$ cat src/hdl/rcs_pkg.sv
// Shared types and constants for the relay command scheduler.
// No dependencies; used by rcs_ctrl, rcs_datapath and relay_command_scheduler.
`timescale 1ns / 1ps

package rcs_pkg;

    localparam logic [3:0] RC_NONE     = 4'd0;
    localparam logic [3:0] RC_OK       = 4'd1;
    localparam logic [3:0] RC_MOTOR    = 4'd2;
    localparam logic [3:0] RC_TIMEOUT  = 4'd3;
    localparam logic [3:0] RC_DEFAULT  = 4'd4;
    localparam logic [3:0] RC_RELAYNUM = 4'd5;
    localparam logic [3:0] RC_SYMBOL   = 4'd6;
    localparam logic [3:0] RC_ONTIME   = 4'd7;
    localparam logic [3:0] RC_OFFTIME  = 4'd8;
    localparam logic [3:0] RC_GENERIC  = 4'd9;

    localparam logic [12:0] TIMEOUT_MAX_SEC   = 13'd3600;
    localparam logic [11:0] TIME_DIGIT_LIMIT  = 12'd200;
    localparam logic [8:0]  MOTOR_DIGIT_LIMIT = 9'd20;
    localparam logic [8:0]  SPEED_MAX         = 9'd100;

    localparam logic [7:0] CH_SEMI  = 8'h3B;
    localparam logic [7:0] CH_BAR   = 8'h7C;
    localparam logic [7:0] CH_SLASH = 8'h2F;
    localparam logic [7:0] CH_PLUS  = 8'h2B;
    localparam logic [7:0] CH_MINUS = 8'h2D;
    localparam logic [7:0] CH_M     = 8'h4D;
    localparam logic [7:0] CH_T     = 8'h54;
    localparam logic [7:0] CH_A     = 8'h41;
    localparam logic [7:0] CH_ZERO  = 8'h30;
    localparam logic [7:0] CH_NINE  = 8'h39;

    typedef enum logic [2:0] {
        PM_IDLE, PM_MOTOR, PM_TIMER, PM_DEFAULT, PM_RELAY, PM_ONTIME, PM_OFFTIME
    } parse_mode_t;

    typedef enum logic [1:0] { DEF_NONE, DEF_OFF, DEF_ON } def_t;
    typedef enum logic [1:0] { RM_OFF, RM_ON, RM_SWITCH } relay_mode_t;

    typedef enum logic [2:0] {
        ST_IDLE, ST_PARSE, ST_APPLY, ST_TICK, ST_CLEAR, ST_OUT
    } ctrl_state_t;

    // controller -> datapath
    typedef struct packed {
        logic capture;   // load input beat
        logic parse;     // run one character through the parser
        logic apply_go;  // apply relay at walk index
        logic tick_go;   // tick relay at walk index
        logic tick_head; // timeout step (once per tick)
        logic finish;    // settle response, clear pending if asked
        logic walk_clr;  // zero walk index
        logic walk_inc;  // advance walk index
        logic load_out;  // copy the result into the output register
    } cmd_t;

    // datapath -> controller
    typedef struct packed {
        logic is_char;
        logic walk_last;
        logic need_apply;
    } status_t;

endpackage

$ cat src/hdl/rcs_ctrl.sv
// Controller state machine for the relay command scheduler.
// Depends on rcs_pkg.
`timescale 1ns / 1ps

module rcs_ctrl
(
    input  logic              clk,
    input  logic              rst_n,
    input  logic              in_valid,
    output logic              in_ready,
    output logic              out_valid,
    input  logic              out_ready,
    input  rcs_pkg::status_t  status,
    output rcs_pkg::cmd_t     cmd
);

    rcs_pkg::ctrl_state_t state_reg, state_next;
    logic                 out_valid_reg, out_valid_next;

    always_ff @(posedge clk or negedge rst_n)
    begin
        if (!rst_n)
        begin
            state_reg     <= rcs_pkg::ST_IDLE;
            out_valid_reg <= 1'b0;
        end
        else
        begin
            state_reg     <= state_next;
            out_valid_reg <= out_valid_next;
        end
    end

    assign out_valid = out_valid_reg;

    always_comb
    begin
        state_next = state_reg;
        cmd        = '0;
        in_ready   = 1'b0;
        unique case (state_reg)
            rcs_pkg::ST_IDLE:
            begin
                in_ready = 1'b1;
                if (in_valid)
                begin
                    cmd.capture  = 1'b1;
                    cmd.walk_clr = 1'b1;
                    state_next   = rcs_pkg::ST_PARSE;
                end
            end
            rcs_pkg::ST_PARSE:
            begin
                // tick: step timeout first; char: parse and decide on apply
                if (status.is_char)
                begin
                    cmd.parse = 1'b1;
                    state_next = rcs_pkg::ST_CLEAR;
                end
                else
                begin
                    cmd.tick_head = 1'b1;
                    state_next = rcs_pkg::ST_TICK;
                end
            end
            rcs_pkg::ST_CLEAR:
            begin
                state_next = status.need_apply ? rcs_pkg::ST_APPLY : rcs_pkg::ST_OUT;
                if (!status.need_apply)
                begin
                    cmd.finish = 1'b1;
                end
            end
            rcs_pkg::ST_APPLY:
            begin
                cmd.apply_go = 1'b1;
                cmd.walk_inc = 1'b1;
                if (status.walk_last)
                begin
                    cmd.finish = 1'b1;
                    state_next = rcs_pkg::ST_OUT;
                end
            end
            rcs_pkg::ST_TICK:
            begin
                cmd.tick_go  = 1'b1;
                cmd.walk_inc = 1'b1;
                if (status.walk_last)
                begin
                    state_next = rcs_pkg::ST_OUT;
                end
            end
            rcs_pkg::ST_OUT:
            begin
                // hand the result over once the output register is free
                if (!out_valid_reg || out_ready)
                begin
                    cmd.load_out = 1'b1;
                    state_next   = rcs_pkg::ST_IDLE;
                end
            end
            default:
            begin
                state_next = rcs_pkg::ST_IDLE;
            end
        endcase
        out_valid_next = (out_valid_reg && !out_ready) || cmd.load_out;
    end

endmodule

$ cat src/hdl/rcs_datapath.sv
// Datapath for the relay command scheduler: parser, pending command,
// relay schedule, timeout and motor state. Depends on rcs_pkg.
`timescale 1ns / 1ps

module rcs_datapath
#(
    parameter int NUM_RELAYS        = 11,
    parameter int MAX_COMMAND_CHARS = 64,
    parameter int TICKS_PER_SECOND  = 1000
)
(
    input  logic                  clk,
    input  logic                  rst_n,
    input  rcs_pkg::cmd_t         cmd,
    output rcs_pkg::status_t      status,
    input  logic                  opcode,
    input  logic [7:0]            char_code,
    input  logic [31:0]           tick_time,
    output logic [NUM_RELAYS-1:0] relay_drive,
    output logic [3:0]            response_code,
    output logic [6:0]            speed_pct,
    output logic                  motor_in_use
);

    localparam int IW = (NUM_RELAYS > 1) ? $clog2(NUM_RELAYS) : 1;
    localparam logic [6:0] CHAR_LIMIT = 7'(MAX_COMMAND_CHARS - 1);
    localparam logic [IW-1:0] LAST_IDX = IW'(NUM_RELAYS - 1);
    localparam logic [6:0] NUM_R7 = 7'(NUM_RELAYS);

    // input beat
    logic        op_reg;
    logic [7:0]  ch_reg;
    logic [31:0] now_reg;

    // parser
    rcs_pkg::parse_mode_t mode_reg;
    logic [3:0]  dig0_reg, dig1_reg;
    logic [1:0]  dcnt_reg;
    logic [6:0]  ccnt_reg;
    logic        aborted_reg;
    logic [NUM_RELAYS-1:0] p_used_reg;
    logic [11:0] p_on_reg  [NUM_RELAYS];
    logic [11:0] p_off_reg [NUM_RELAYS];
    logic [IW-1:0] p_idx_reg;
    logic [8:0]  p_motor_reg;
    logic        p_mmen_reg;
    logic [12:0] p_tmo_reg;
    logic        p_tgiven_reg;
    rcs_pkg::def_t p_def_reg;

    // schedule
    rcs_pkg::relay_mode_t rmode_reg [NUM_RELAYS];
    logic [11:0] ron_reg  [NUM_RELAYS];
    logic [11:0] roff_reg [NUM_RELAYS];
    logic [NUM_RELAYS-1:0] pos_reg;
    logic [31:0] last_reg [NUM_RELAYS];
    logic [21:0] tcnt_reg;
    logic        mused_reg;
    logic [6:0]  mspeed_reg;

    logic [IW-1:0] walk_reg;
    logic [3:0]  rc_reg;
    logic        need_apply_reg;
    logic        clear_reg;   // clear pending at finish
    logic        expire_reg;  // timeout expired during this tick

    // output register
    logic [NUM_RELAYS-1:0] drive_out_reg;
    logic [3:0]  code_out_reg;
    logic [6:0]  speed_out_reg;
    logic        in_use_out_reg;

    // parse combinational
    logic        is_dig;
    logic [3:0]  d;
    logic [3:0]  prc;
    logic [12:0] tmo_sum;
    logic [6:0]  rnum;

    assign is_dig = (ch_reg >= rcs_pkg::CH_ZERO) && (ch_reg <= rcs_pkg::CH_NINE);
    assign d      = ch_reg[3:0];
    assign tmo_sum = 13'(p_tmo_reg * 13'd10) + 13'(d);
    assign rnum   = (dcnt_reg == 2'd0) ? 7'd0 :
                    (dcnt_reg == 2'd1) ? {3'b0, dig0_reg} :
                    7'(dig0_reg * 7'd10) + {3'b0, dig1_reg};

    always_comb
    begin
        prc = rcs_pkg::RC_NONE;
        unique case (mode_reg)
            rcs_pkg::PM_IDLE: prc = rcs_pkg::RC_NONE;
            rcs_pkg::PM_MOTOR:
                if (ch_reg == rcs_pkg::CH_BAR) prc = rcs_pkg::RC_NONE;
                else if (!is_dig) prc = rcs_pkg::RC_GENERIC;
                else if (p_motor_reg > rcs_pkg::MOTOR_DIGIT_LIMIT) prc = rcs_pkg::RC_MOTOR;
            rcs_pkg::PM_TIMER:
                if (ch_reg == rcs_pkg::CH_BAR) prc = rcs_pkg::RC_NONE;
                else if (!is_dig) prc = rcs_pkg::RC_GENERIC;
                else if ({4'd0, p_tmo_reg} * 17'd10 + 17'(d) > 17'(rcs_pkg::TIMEOUT_MAX_SEC))
                    prc = rcs_pkg::RC_TIMEOUT;
            rcs_pkg::PM_DEFAULT:
                if (ch_reg != rcs_pkg::CH_BAR && ch_reg != rcs_pkg::CH_PLUS
                    && ch_reg != rcs_pkg::CH_MINUS) prc = rcs_pkg::RC_DEFAULT;
            rcs_pkg::PM_RELAY:
                if (ch_reg == rcs_pkg::CH_BAR || ch_reg == rcs_pkg::CH_SLASH)
                begin
                    if (rnum < 7'd1 || rnum > NUM_R7) prc = rcs_pkg::RC_RELAYNUM;
                end
                else if (!is_dig) prc = rcs_pkg::RC_SYMBOL;
                else if (dcnt_reg >= 2'd2) prc = rcs_pkg::RC_RELAYNUM;
            rcs_pkg::PM_ONTIME:
                if (ch_reg == rcs_pkg::CH_SLASH) prc = rcs_pkg::RC_NONE;
                else if (!is_dig) prc = rcs_pkg::RC_SYMBOL;
                else if (p_on_reg[p_idx_reg] > rcs_pkg::TIME_DIGIT_LIMIT)
                    prc = rcs_pkg::RC_ONTIME;
            rcs_pkg::PM_OFFTIME:
                if (ch_reg == rcs_pkg::CH_BAR) prc = rcs_pkg::RC_NONE;
                else if (!is_dig) prc = rcs_pkg::RC_SYMBOL;
                else if (p_off_reg[p_idx_reg] > rcs_pkg::TIME_DIGIT_LIMIT)
                    prc = rcs_pkg::RC_OFFTIME;
            default: prc = rcs_pkg::RC_GENERIC;
        endcase
    end

    assign status.is_char    = op_reg;
    assign status.walk_last  = (walk_reg == LAST_IDX);
    assign status.need_apply = need_apply_reg;

    // tick walk terms
    logic [31:0] span, lim;
    assign span = pos_reg[walk_reg] ? {20'd0, ron_reg[walk_reg]} : {20'd0, roff_reg[walk_reg]};
    assign lim  = last_reg[walk_reg] + span;

    // apply terms
    logic [11:0] a_on, a_off;
    assign a_on  = p_on_reg[walk_reg];
    assign a_off = p_off_reg[walk_reg];

    // beat capture and pure payload
    always_ff @(posedge clk)
    begin
        if (cmd.capture)
        begin
            op_reg  <= opcode;
            ch_reg  <= char_code;
            now_reg <= tick_time;
        end
    end

    always_ff @(posedge clk or negedge rst_n)
    begin
        if (!rst_n)
        begin
            mode_reg <= rcs_pkg::PM_IDLE;
            dig0_reg <= '0; dig1_reg <= '0; dcnt_reg <= '0; ccnt_reg <= '0;
            aborted_reg <= 1'b0;
            p_used_reg <= '0;
            for (int i = 0; i < NUM_RELAYS; i++)
            begin
                p_on_reg[i] <= '0; p_off_reg[i] <= '0;
                rmode_reg[i] <= rcs_pkg::RM_OFF;
                ron_reg[i] <= '0; roff_reg[i] <= '0; last_reg[i] <= '0;
            end
            p_idx_reg <= '0; p_motor_reg <= '0; p_mmen_reg <= 1'b0;
            p_tmo_reg <= '0; p_tgiven_reg <= 1'b0; p_def_reg <= rcs_pkg::DEF_NONE;
            pos_reg <= '0; tcnt_reg <= '0; mused_reg <= 1'b0; mspeed_reg <= '0;
            walk_reg <= '0; rc_reg <= rcs_pkg::RC_NONE;
            need_apply_reg <= 1'b0; clear_reg <= 1'b0; expire_reg <= 1'b0;
            drive_out_reg <= '0; code_out_reg <= rcs_pkg::RC_NONE;
            speed_out_reg <= '0; in_use_out_reg <= 1'b0;
        end
        else
        begin
            if (cmd.walk_clr)
            begin
                walk_reg <= '0;
            end
            else if (cmd.walk_inc)
            begin
                walk_reg <= (walk_reg == LAST_IDX) ? '0 : walk_reg + 1'b1;
            end

            if (cmd.capture)
            begin
                rc_reg <= rcs_pkg::RC_NONE;
                need_apply_reg <= 1'b0;
                clear_reg <= 1'b0;
                expire_reg <= 1'b0;
            end

            if (cmd.parse)
            begin
                if (aborted_reg)
                begin
                    if (ch_reg == rcs_pkg::CH_SEMI)
                    begin
                        clear_reg <= 1'b1;
                        aborted_reg <= 1'b0;
                    end
                end
                else if (ch_reg == rcs_pkg::CH_SEMI)
                begin
                    need_apply_reg <= 1'b1; clear_reg <= 1'b1; rc_reg <= rcs_pkg::RC_OK;
                end
                else
                begin
                    ccnt_reg <= ccnt_reg + 7'd1;
                    if (prc != rcs_pkg::RC_NONE)
                    begin
                        rc_reg <= prc; clear_reg <= 1'b1; aborted_reg <= 1'b1;
                    end
                    else
                    begin
                        if (ccnt_reg + 7'd1 >= CHAR_LIMIT)
                        begin
                            need_apply_reg <= 1'b1; clear_reg <= 1'b1;
                            aborted_reg <= 1'b1; rc_reg <= rcs_pkg::RC_OK;
                        end
                        // legal character: update pending command
                        unique case (mode_reg)
                            rcs_pkg::PM_IDLE:
                                if (ch_reg == rcs_pkg::CH_M) mode_reg <= rcs_pkg::PM_MOTOR;
                                else if (ch_reg == rcs_pkg::CH_T) mode_reg <= rcs_pkg::PM_TIMER;
                                else if (ch_reg == rcs_pkg::CH_A) mode_reg <= rcs_pkg::PM_DEFAULT;
                                else if (is_dig)
                                begin
                                    dig0_reg <= d; dcnt_reg <= 2'd1;
                                    mode_reg <= rcs_pkg::PM_RELAY;
                                end
                            rcs_pkg::PM_MOTOR:
                                if (ch_reg == rcs_pkg::CH_BAR) mode_reg <= rcs_pkg::PM_IDLE;
                                else
                                begin
                                    p_mmen_reg <= 1'b1;
                                    p_motor_reg <= 9'(p_motor_reg * 9'd10) + 9'(d);
                                end
                            rcs_pkg::PM_TIMER:
                                if (ch_reg == rcs_pkg::CH_BAR) mode_reg <= rcs_pkg::PM_IDLE;
                                else
                                begin
                                    p_tgiven_reg <= 1'b1; p_tmo_reg <= tmo_sum;
                                end
                            rcs_pkg::PM_DEFAULT:
                                if (ch_reg == rcs_pkg::CH_BAR) mode_reg <= rcs_pkg::PM_IDLE;
                                else if (ch_reg == rcs_pkg::CH_PLUS) p_def_reg <= rcs_pkg::DEF_ON;
                                else p_def_reg <= rcs_pkg::DEF_OFF;
                            rcs_pkg::PM_RELAY:
                                if (ch_reg == rcs_pkg::CH_BAR || ch_reg == rcs_pkg::CH_SLASH)
                                begin
                                    dcnt_reg <= 2'd0;
                                    p_used_reg[IW'(rnum - 7'd1)] <= 1'b1;
                                    p_idx_reg <= IW'(rnum - 7'd1);
                                    mode_reg <= (ch_reg == rcs_pkg::CH_BAR) ?
                                                rcs_pkg::PM_IDLE : rcs_pkg::PM_ONTIME;
                                end
                                else
                                begin
                                    if (dcnt_reg == 2'd0) dig0_reg <= d;
                                    else dig1_reg <= d;
                                    dcnt_reg <= dcnt_reg + 2'd1;
                                end
                            rcs_pkg::PM_ONTIME:
                                if (ch_reg == rcs_pkg::CH_SLASH) mode_reg <= rcs_pkg::PM_OFFTIME;
                                else p_on_reg[p_idx_reg] <=
                                         12'(p_on_reg[p_idx_reg] * 12'd10) + 12'(d);
                            rcs_pkg::PM_OFFTIME:
                                if (ch_reg == rcs_pkg::CH_BAR) mode_reg <= rcs_pkg::PM_IDLE;
                                else p_off_reg[p_idx_reg] <=
                                         12'(p_off_reg[p_idx_reg] * 12'd10) + 12'(d);
                            default: mode_reg <= rcs_pkg::PM_IDLE;
                        endcase
                    end
                end
            end

            if (cmd.apply_go)
            begin
                if (p_used_reg[walk_reg])
                begin
                    if (a_on != 12'd0 && a_off != 12'd0)
                    begin
                        rmode_reg[walk_reg] <= rcs_pkg::RM_SWITCH;
                        ron_reg[walk_reg] <= a_on; roff_reg[walk_reg] <= a_off;
                    end
                    else if (a_on == 12'd0 && a_off != 12'd0)
                        rmode_reg[walk_reg] <= rcs_pkg::RM_OFF;
                    else
                        rmode_reg[walk_reg] <= rcs_pkg::RM_ON;
                end
                else if (p_def_reg == rcs_pkg::DEF_OFF) rmode_reg[walk_reg] <= rcs_pkg::RM_OFF;
                else if (p_def_reg == rcs_pkg::DEF_ON) rmode_reg[walk_reg] <= rcs_pkg::RM_ON;
                if (walk_reg == LAST_IDX)
                begin
                    if (p_tgiven_reg)
                        tcnt_reg <= 22'(p_tmo_reg * 22'(TICKS_PER_SECOND)) + 22'd1;
                    if (p_mmen_reg)
                    begin
                        mused_reg <= 1'b1;
                        mspeed_reg <= (p_motor_reg > rcs_pkg::SPEED_MAX) ?
                                      7'(rcs_pkg::SPEED_MAX) : p_motor_reg[6:0];
                    end
                end
            end

            if (cmd.finish && clear_reg)
            begin
                mode_reg <= rcs_pkg::PM_IDLE;
                dig0_reg <= '0; dig1_reg <= '0; dcnt_reg <= '0; ccnt_reg <= '0;
                p_used_reg <= '0;
                for (int i = 0; i < NUM_RELAYS; i++)
                begin
                    p_on_reg[i] <= '0; p_off_reg[i] <= '0;
                end
                p_idx_reg <= '0; p_motor_reg <= '0; p_mmen_reg <= 1'b0;
                p_tmo_reg <= '0; p_tgiven_reg <= 1'b0; p_def_reg <= rcs_pkg::DEF_NONE;
            end

            if (cmd.tick_head && tcnt_reg != 22'd0)
            begin
                if (tcnt_reg == 22'd1)
                begin
                    expire_reg <= 1'b1;
                    tcnt_reg <= '0;
                    if (mused_reg) mspeed_reg <= '0;
                end
                else tcnt_reg <= tcnt_reg - 22'd1;
            end

            if (cmd.tick_go)
            begin
                // expiry clears relays before the walk sees them
                if (expire_reg || rmode_reg[walk_reg] == rcs_pkg::RM_OFF)
                begin
                    rmode_reg[walk_reg] <= rcs_pkg::RM_OFF;
                    pos_reg[walk_reg] <= 1'b0;
                    if (expire_reg) last_reg[walk_reg] <= '0;
                end
                else if (rmode_reg[walk_reg] == rcs_pkg::RM_ON)
                    pos_reg[walk_reg] <= 1'b1;
                else if (now_reg > lim)
                begin
                    last_reg[walk_reg] <= now_reg;
                    pos_reg[walk_reg] <= ~pos_reg[walk_reg];
                end
            end

            if (cmd.load_out)
            begin
                drive_out_reg  <= pos_reg;
                code_out_reg   <= rc_reg;
                speed_out_reg  <= mspeed_reg;
                in_use_out_reg <= mused_reg;
            end
        end
    end

    assign relay_drive   = drive_out_reg;
    assign response_code = code_out_reg;
    assign speed_pct     = speed_out_reg;
    assign motor_in_use  = in_use_out_reg;

endmodule

$ cat src/hdl/relay_command_scheduler.sv
// Top level of the relay command scheduler.
// Depends on rcs_pkg, rcs_ctrl and rcs_datapath.
`timescale 1ns / 1ps
//
// Use: one input channel (in_valid/in_ready) carries beats that are either
// a millisecond tick (opcode 0, tick_time) or one RUN command character
// (opcode 1, char_code). Every input beat yields exactly one output beat on
// out_valid/out_ready: relay drive bits, response code, motor speed and the
// motor-in-use flag, all as they stand after the beat.
//
// Sequence, from input acceptance to the result in the output register: a
// tick takes one timeout step, then a walk over the relays, one relay a
// cycle. A character is parsed and then checked for apply; when it applies
// the command, an apply walk also visits one relay per cycle. One item is
// worked on at a time; the next beat is taken once the result has moved
// into the output register.
//
// Reset: all relays always off, no timeout, motor not in use, parser idle.
// Stall: the result holds in the output register until taken; the next
// item is still worked on, and its result waits until the register frees.

module relay_command_scheduler
#(
    parameter int NUM_RELAYS        = 11,
    parameter int MAX_COMMAND_CHARS = 64,
    parameter int TICKS_PER_SECOND  = 1000
)
(
    input  logic                  clk,
    input  logic                  rst_n,
    input  logic                  in_valid,
    output logic                  in_ready,
    input  logic                  opcode,
    input  logic [7:0]            char_code,
    input  logic [31:0]           tick_time,
    output logic                  out_valid,
    input  logic                  out_ready,
    output logic [NUM_RELAYS-1:0] relay_drive,
    output logic [3:0]            response_code,
    output logic [6:0]            speed_pct,
    output logic                  motor_in_use
);

    rcs_pkg::cmd_t    cmd;
    rcs_pkg::status_t status;

    // sequence each beat
    rcs_ctrl u_ctrl
    (
        .clk       (clk),
        .rst_n     (rst_n),
        .in_valid  (in_valid),
        .in_ready  (in_ready),
        .out_valid (out_valid),
        .out_ready (out_ready),
        .status    (status),
        .cmd       (cmd)
    );

    // hold parser, schedule and outputs
    rcs_datapath #(
        .NUM_RELAYS        (NUM_RELAYS),
        .MAX_COMMAND_CHARS (MAX_COMMAND_CHARS),
        .TICKS_PER_SECOND  (TICKS_PER_SECOND)
    ) u_dp
    (
        .clk           (clk),
        .rst_n         (rst_n),
        .cmd           (cmd),
        .status        (status),
        .opcode        (opcode),
        .char_code     (char_code),
        .tick_time     (tick_time),
        .relay_drive   (relay_drive),
        .response_code (response_code),
        .speed_pct     (speed_pct),
        .motor_in_use  (motor_in_use)
    );

endmodule
$ cat config.mk
export PLATFORM = sky130hd
export DESIGN_NAME = relay_command_scheduler
export DESIGN_NICKNAME = d
export VERILOG_FILES = /design/src/hdl/rcs_pkg.sv /design/src/hdl/rcs_ctrl.sv /design/src/hdl/rcs_datapath.sv /design/src/hdl/relay_command_scheduler.sv
export SDC_FILE = /design/constraint.sdc
export NUM_CORES = 2
export LEC_CHECK = 0
export BUFFER_PORTS_ARGS = -buffer_cell sky130_fd_sc_hd__buf_2
export CAP_MARGIN = 25
export CORE_ASPECT_RATIO = 0.75
export CORE_MARGIN = 4
export CORE_UTILIZATION = 40
export CTS_CLUSTER_SIZE = 24
export DETAILED_ROUTE_END_ITERATION = 16
export PLACE_DENSITY = 0.55
export SLEW_MARGIN = 20
export SYNTH_ARGS = -nofsm -noshare
export SYNTH_HDL_FRONTEND = slang
export SYNTH_SLANG_ARGS = --single-unit
$ cat constraint.sdc
create_clock -name clk -period 9.3 [get_ports clk]
set_input_delay 0.93 -clock clk [delete_from_list [all_inputs] [get_ports clk]]
set_output_delay 0.93 -clock clk [all_outputs]
set_load 0.005 [all_outputs]
## Yosys cells after proc, flatten, opt, wreduce, memory -nomap -nowiden

Index checks and enable logic that the tools add are counted.

| cells by class | value |
|---|---|
| shifts and indexed selects | 0 |
| equal/unequal tests | 49 |
| bitwise operators | 18 |
| $mul | 7 |
| div/mod/pow operators | 0 |
| add/sub/neg operators | 13 |
| reductions and logical operators | 62 |
| muxes and demuxes | 257 |
| order comparisons | 20 |

Operator list:

| kind | count |
|---|---|
| $mux 132 | 14 |
| $mux 352 | 4 |
| $bwmux 132 | 4 |
| $and 352x352->352 | 1 |
| $bwmux 352 | 1 |
| $not 352->352 | 1 |
| $bmux 12 s4 | 6 |
| $mux 22 | 13 |
| $mux 4 | 46 |
| $mux 12 | 15 |
| $bmux 32 s4 | 1 |
| $demux 32 s4 | 1 |
| $mux 11 | 10 |
| $demux 12 s4 | 2 |
| $mux 32 | 3 |
| $mux 13 | 7 |
| $mux 7 | 13 |
| $mux 3 | 22 |
| $mux 9 | 7 |
| $mux 1 | 52 |
| $mux 2 | 23 |
| $and 22x22->22 | 2 |
| $or 11x11->11 | 4 |
| $reduce_and 6->1 | 6 |
| 85 further kinds | 168 |

| word-level totals | value |
|---|---|
| memory bits (writable) | 0 |
| ROM bits | 0 |
| word-level logic and storage cells | 523 |
| input bits | 45 |
| latch bits | 0 |
| bits in registers | 1084 |
| output and inout port bits | 25 |
| memories kept | 0 |

## Depth between registers and ports, before layout

| logic depth | value |
|---|---|
| depth after elaboration | 17 |
| gate-level depth with buffers | 40 |
| mapped depth without buffers | 31 |

## By module

From an unflattened synthesis, not the netlist that was laid out.

| second synthesis, totals | value |
|---|---|
| cell total of the unflattened synthesis | 4775 |
| area total of the unflattened synthesis | 58642.5 um2 |

By module, submodules not included:

| module | area an instance (um2) | seq. area each (um2) | cells an instance | instances |
|---|---|---|---|---|
| rcs_datapath | 58279.6 | 27231.1 | 4730 | 1 |
| rcs_ctrl | 362.8 | 100.1 | 45 | 1 |

## Worst setup path before layout

OpenSTA, ideal clock, no wires.

| path | value |
|---|---|
| path kind | register to register |
| start | register u_dp.walk_reg[0] |
| end | register u_dp.last_reg[10] in the netlist's numbering |
| stages on the path, launching flop included | 37 |
| period minus slack after synthesis | 7981 ps |
| data required time | 9175 ps |
| data arrival time | 7856 ps |
| path buffers | 10 |
| setup slack | 1319 ps |
| library setup time | 125 ps |
| cells stage by stage | dfrtp_1 > buf_2 > buf_4 > buf_4 > buf_4 > buf_4 > buf_4 > buf_4 > buf_2 > buf_2 > mux4_2 > mux2i_1 > o22a_1 > inv_1 > ha_1 > a21o_1 > a21oi_1 > o21ai_0 > a21oi_1 > o21ai_0 > a21o_1 > o211ai_1 > nand2b_1 > nor2_1 > xnor2_1 > ha_1 > a21o_1 > a21o_1 > a21o_1 > a21o_1 > a21oi_1 > a2bb2oi_1 > a31oi_1 > o31ai_1 > nor2_1 > clkbuf_1 > mux2_2 |

| between the ends | value |
|---|---|
| longest elaborated chain between the ends | 9 |
| elaborated cells between the ends (all ways) | 37 |
| classes of those cells | add/sub (1); order compare (3); eq/ne (3); mux (22); bitwise (3); reduce/logical (5) |

RTL lines:

| what | line | RTL |
|---|---|---|
| from (decl) | rcs_datapath.sv:61 | `logic [IW-1:0] walk_reg;` |
| from (signal assigned) | rcs_datapath.sv:180 | `walk_reg <= (walk_reg == LAST_IDX) ? '0 : walk_reg + 1'b1;` |
| $not 4->5 (implied by the code) | -- |  |
| $bmux 12 s4, or another cell as far along | rcs_datapath.sv:131 | `assign span = pos_reg[walk_reg] ? {20'd0, ron_reg[walk_reg]} : {20'd0, roff_reg[walk_reg]};` |
| $mux 12 (implied by the code) or $logic_and 1x1->1 (tied branches) | rcs_datapath.sv:131, rcs_datapath.sv:336, rcs_datapath.sv:342 |  |
| $mux 12 (implied by the code) or $mux 32 (tied branches) | rcs_datapath.sv:131, rcs_datapath.sv:336, rcs_datapath.sv:342 |  |
| $mux 12 or $demux 32 s4 (tied branches) | rcs_datapath.sv:131, rcs_datapath.sv:336, rcs_datapath.sv:342 |  |
| $add 32x32->32, or another cell as far along | rcs_datapath.sv:132 | `assign lim = last_reg[walk_reg] + span;` |
| $gt 32x32->1, or another cell as far along | rcs_datapath.sv:340 | `else if (now_reg > lim)` |
| $reduce_bool 2->1 (no source line), or another cell as far along | -- |  |
| $reduce_and 4->1 (no source line) or $mux 352 (tied branches) | -- |  |
| to (signal, indexed assignment) | rcs_datapath.sv:342 | `last_reg[walk_reg] <= now_reg;` |
| to (decl) | rcs_datapath.sv:56 | `logic [31:0] last_reg [NUM_RELAYS];` |

Parallel ways exist; a longest one is shown, timed or not. The select of a mux whose other input is x is not followed.
A chain may end at the register's enable or synchronous reset.

## Worst setup path after layout

| path | value |
|---|---|
| start | register u_dp.walk_reg[1] |
| end | register u_dp.last_reg[16] in the netlist's numbering |

Same word-level chain as after synthesis.

==> flow_metrics.py <==
metrics = {
    "floorplanning": {
        "die_w_um": 451.1,
        "core-area_sq_mm": 0.1456,
        "dieArea_sq_mm": 0.1535,
        "initial_core_util_pct": 40.44,
        "top_level_ports": 70,
        "std_cell_rows": 121,
        "die_y_um": 340.3,
    },
    "setup_path": {
        "required_ns": 9.92,
        "crit_fanout": 33,
        "crit_slowest_cell": "dfrtp_4",
        "regToRegStartpoint": "u_dp.walk_reg[1]",
        "r2r_cells": 27,
        "worst_setup_path_end_kind": "register",
        "timing.rr.end": "u_dp.last_reg[16]",
        "cp_num_buf_inv": 5,
        "ff2ff_setup_slack_ns": 1.06,
        "crit_top_cell": "buf_4",
        "crit_type": "register to register",
        "critPathMaxStageDelay_ns": 0.79,
        "path_delay_family": "compound AO/OA/AOI/OAI gates",
        "worstPathArrival_ns": 8.86,
        "cp-start-kind": "register",
    },
    "cells_and_area": {
        "mostFrequentLayoutCell": "dfrtp_1",
        "most-common-layout-cells": "dfrtp_1 (1,037), nand2_1 (588), mux2_2 (515)",
        "syn_to_final_growth_pct": 11.06,
        "fin_nets": 5321,
        "largest_register_ffs": 352,
        "drive_gt1_share_pct": 23.32,
        "fillers": 13480,
    },
    "timing": {
        "slew_violations": 0,
        "finClkSkew_ns": 0.03712,
        "grt_setup_unrepaired": "no",
        "setup_slack_ns": 1.064,
        "fin_setup_tns_ns": 0,
        "hold_viol_final": 0,
        "fin_crit_sh_pct": 88.56,
        "slew_headroom_pct": 24.71,
        "setup-violations-final": 0,
        "fmax_mhz": 121.4,
        "fin_crit_ns": 8.236,
        "whs_ns": 0.2172,
        "tightest_slew_ns": 1.126,
    },
    "run": {
        "cap_viol_max_count": 0,
    },
    "placement": {
        "place.gp.congestion": 0.8498,
        "post-place-ws_ns": 1.111,
        "port_buffers": 69,
        "hpwl_mm": 105.1,
    },
    "route": {
        "wl_per_cell_um": 23.54,
        "post_drt_via_cell_ratio": 5.750,
        "drt-initial-drc-count": 3894,
        "dr.pass1.iters": 5,
        "final_antenna_net_count": 0,
        "vias": 40900,
        "routed_wl_mm": 167.4,
        "drc": 0,
    },
    "logic_synthesis": {
        "synth_edf_count": 41,
        "yosysSeqAreaShare_pct": 46.40,
        "async_reset_ff_share_pct": 96.22,
        "synth_seq_cells": 1084,
        "postSynthCellCount": 5097,
        "synth_warnings": 0,
        "syn-cell-area_sq_mm": 0.05890,
        "synth_top_flop_cell": "dfrtp_1",
        "synth.avg_cell_area_sq_um": 11.56,
        "synth_fp_nets": 5372,
        "yosys.cell_types.count": 92,
    },
    "cts": {
        "clk_pin_slew_worst_paths_ns": 0.06,
        "clock_path_buffers": 3,
        "cts_tree": "done",
        "cts_num_sinks": 1084,
        "cts.htree.levels": 3,
        "cts_setup_buffers": 0,
        "cts_resized": 0,
        "tritoncts.num_buffers": 111,
        "clock_latency_ns": 0.75,
        "holdBufCountCts": 0,
        "clockRootBuffer": "clkbuf_16",
    },
    "status": {
        "status": "finished, final reports clean",
    },
    "power_and_ir_drop": {
        "leakagePower_uw": 0.03043,
        "ir_worst_vdd_mv": 0.1873,
        "powerDensity_mw_per_mm2": 185.8,
    },
    "global_route": {
        "grt_pass1_wl_mm": 259.2,
        "grt_pass1_vias": 40780,
        "grt_max_degree": 232,
        "grtUsageTotal_pct": 21.71,
        "overflow": 0,
        "grt_antenna_before_repair": 4,
    },
    "hold_path": {
        "min-delay-path-class": "primary input to asynchronous set/reset pin",
    },
}
Yosys cell counts, drive strengths merged (23+ instances only):
library cell	number	share of area, %
and2	40	0.42
nand3	62	0.53
fa	53	1.8
a21o	39	0.50
nor4	26	0.32
xor2	40	0.59
nand4	29	0.33
nand2	590	3.8
mux2	515	9.8
nor2b	23	0.24
o31ai	37	0.47
ha	177	3.8
dfrtp	1043	44
mux4	214	8.2
o22ai	77	0.82
mux2i	346	5.9
xnor2	74	1.1
a21oi	203	1.7
nor3	54	0.58
a22o	33	0.49
clkbuf	196	1.2
edfxtp	41	2.1
inv	104	0.66
o21ai	367	3.1
nor2	256	1.6
buf	156	1.5
metrics by stage:
step	util, %	area (sq um)	power [uW]	std cells
finish	44.92	65420	12150	7112
floorplan	-	58900	6613	5097
detailed placement	42.18	61430	7467	6894
global placement	42.13	61370	7462	6889
CTS	44.84	65310	12270	7102
global route	44.91	65410	12650	7110
layer usage:
metal,global-route usage (%),routed length [um]
met1,33.02,82010
met2,31.10,70430
met3,5.174,10900
met4,5.169,4061
met5,0,13
worst register-to-register path: cells and delay by family, from the launching register on:
family / cells / cell delay, ns
AO/OA/AOI/OAI: 9 / 2.13
AND/OR/NAND/NOR: 6 / 1.92
multiplexers: 4 / 1.40
buffers and inverters: 5 / 1.08
flip-flops: 1 / 0.79
adder cells (fa/ha/maj): 2 / 0.64
XOR/XNOR: 1 / 0.14
layout make-up:
type,instances,area (sq um),area share [%]
Antenna cell,3,7.507,0.01148
Clock buffer,163,3276,5.007
Clock inverter,45,600.6,0.9181
Inverter,105,399.1,0.6101
Multi-Input combinational cell,3556,29870,45.66
Sequential cell,1084,27350,41.81
Tap cell,1968,2462,3.764
Timing Repair Buffer,188,1449,2.215
worst max path at each step:
stage | startpoint | end | slack [ns] | depth (start not counted)
floorplan | u_dp.walk_reg[0] | u_dp.last_reg[10] | 1.32 | 36
global placement | u_dp.walk_reg[1] | u_dp.last_reg[24] | 1.02 | 29
detailed placement | u_dp.walk_reg[1] | u_dp.last_reg[16] | 1.11 | 27
CTS | u_dp.walk_reg[1] | u_dp.last_reg[16] | 1.13 | 30
global route | u_dp.walk_reg[1] | u_dp.last_reg[16] | 0.52 | 27
finish | u_dp.walk_reg[1] | u_dp.last_reg[16] | 1.06 | 27
cell families (layout without fill, tap and decap cells):
| logic type | Yosys count | count (layout) | share of synthesized area (%) |
|---|---|---|---|
| compound gates | 952 | 952 | 9.882 |
| mux | 1075 | 1075 | 23.94 |
| fa+ha+maj | 230 | 230 | 5.561 |
| simple gates | 1185 | 1185 | 9.115 |
| flops | 1084 | 1084 | 46.40 |
| buf+inv | 457 | 501 | 3.407 |
| xor+xnor | 114 | 114 | 1.695 |
| other cells | 0 | 3 | 0 |
where the power goes:
part	internal, uW	leakage (uW)	switching, uW
Clock	2770	0.00191	1990
Sequential	4860	0.0149	208
Combinational	734	0.0136	1580
Total	8370	0.0304	3780
Power figures use the tool's default switching activity.
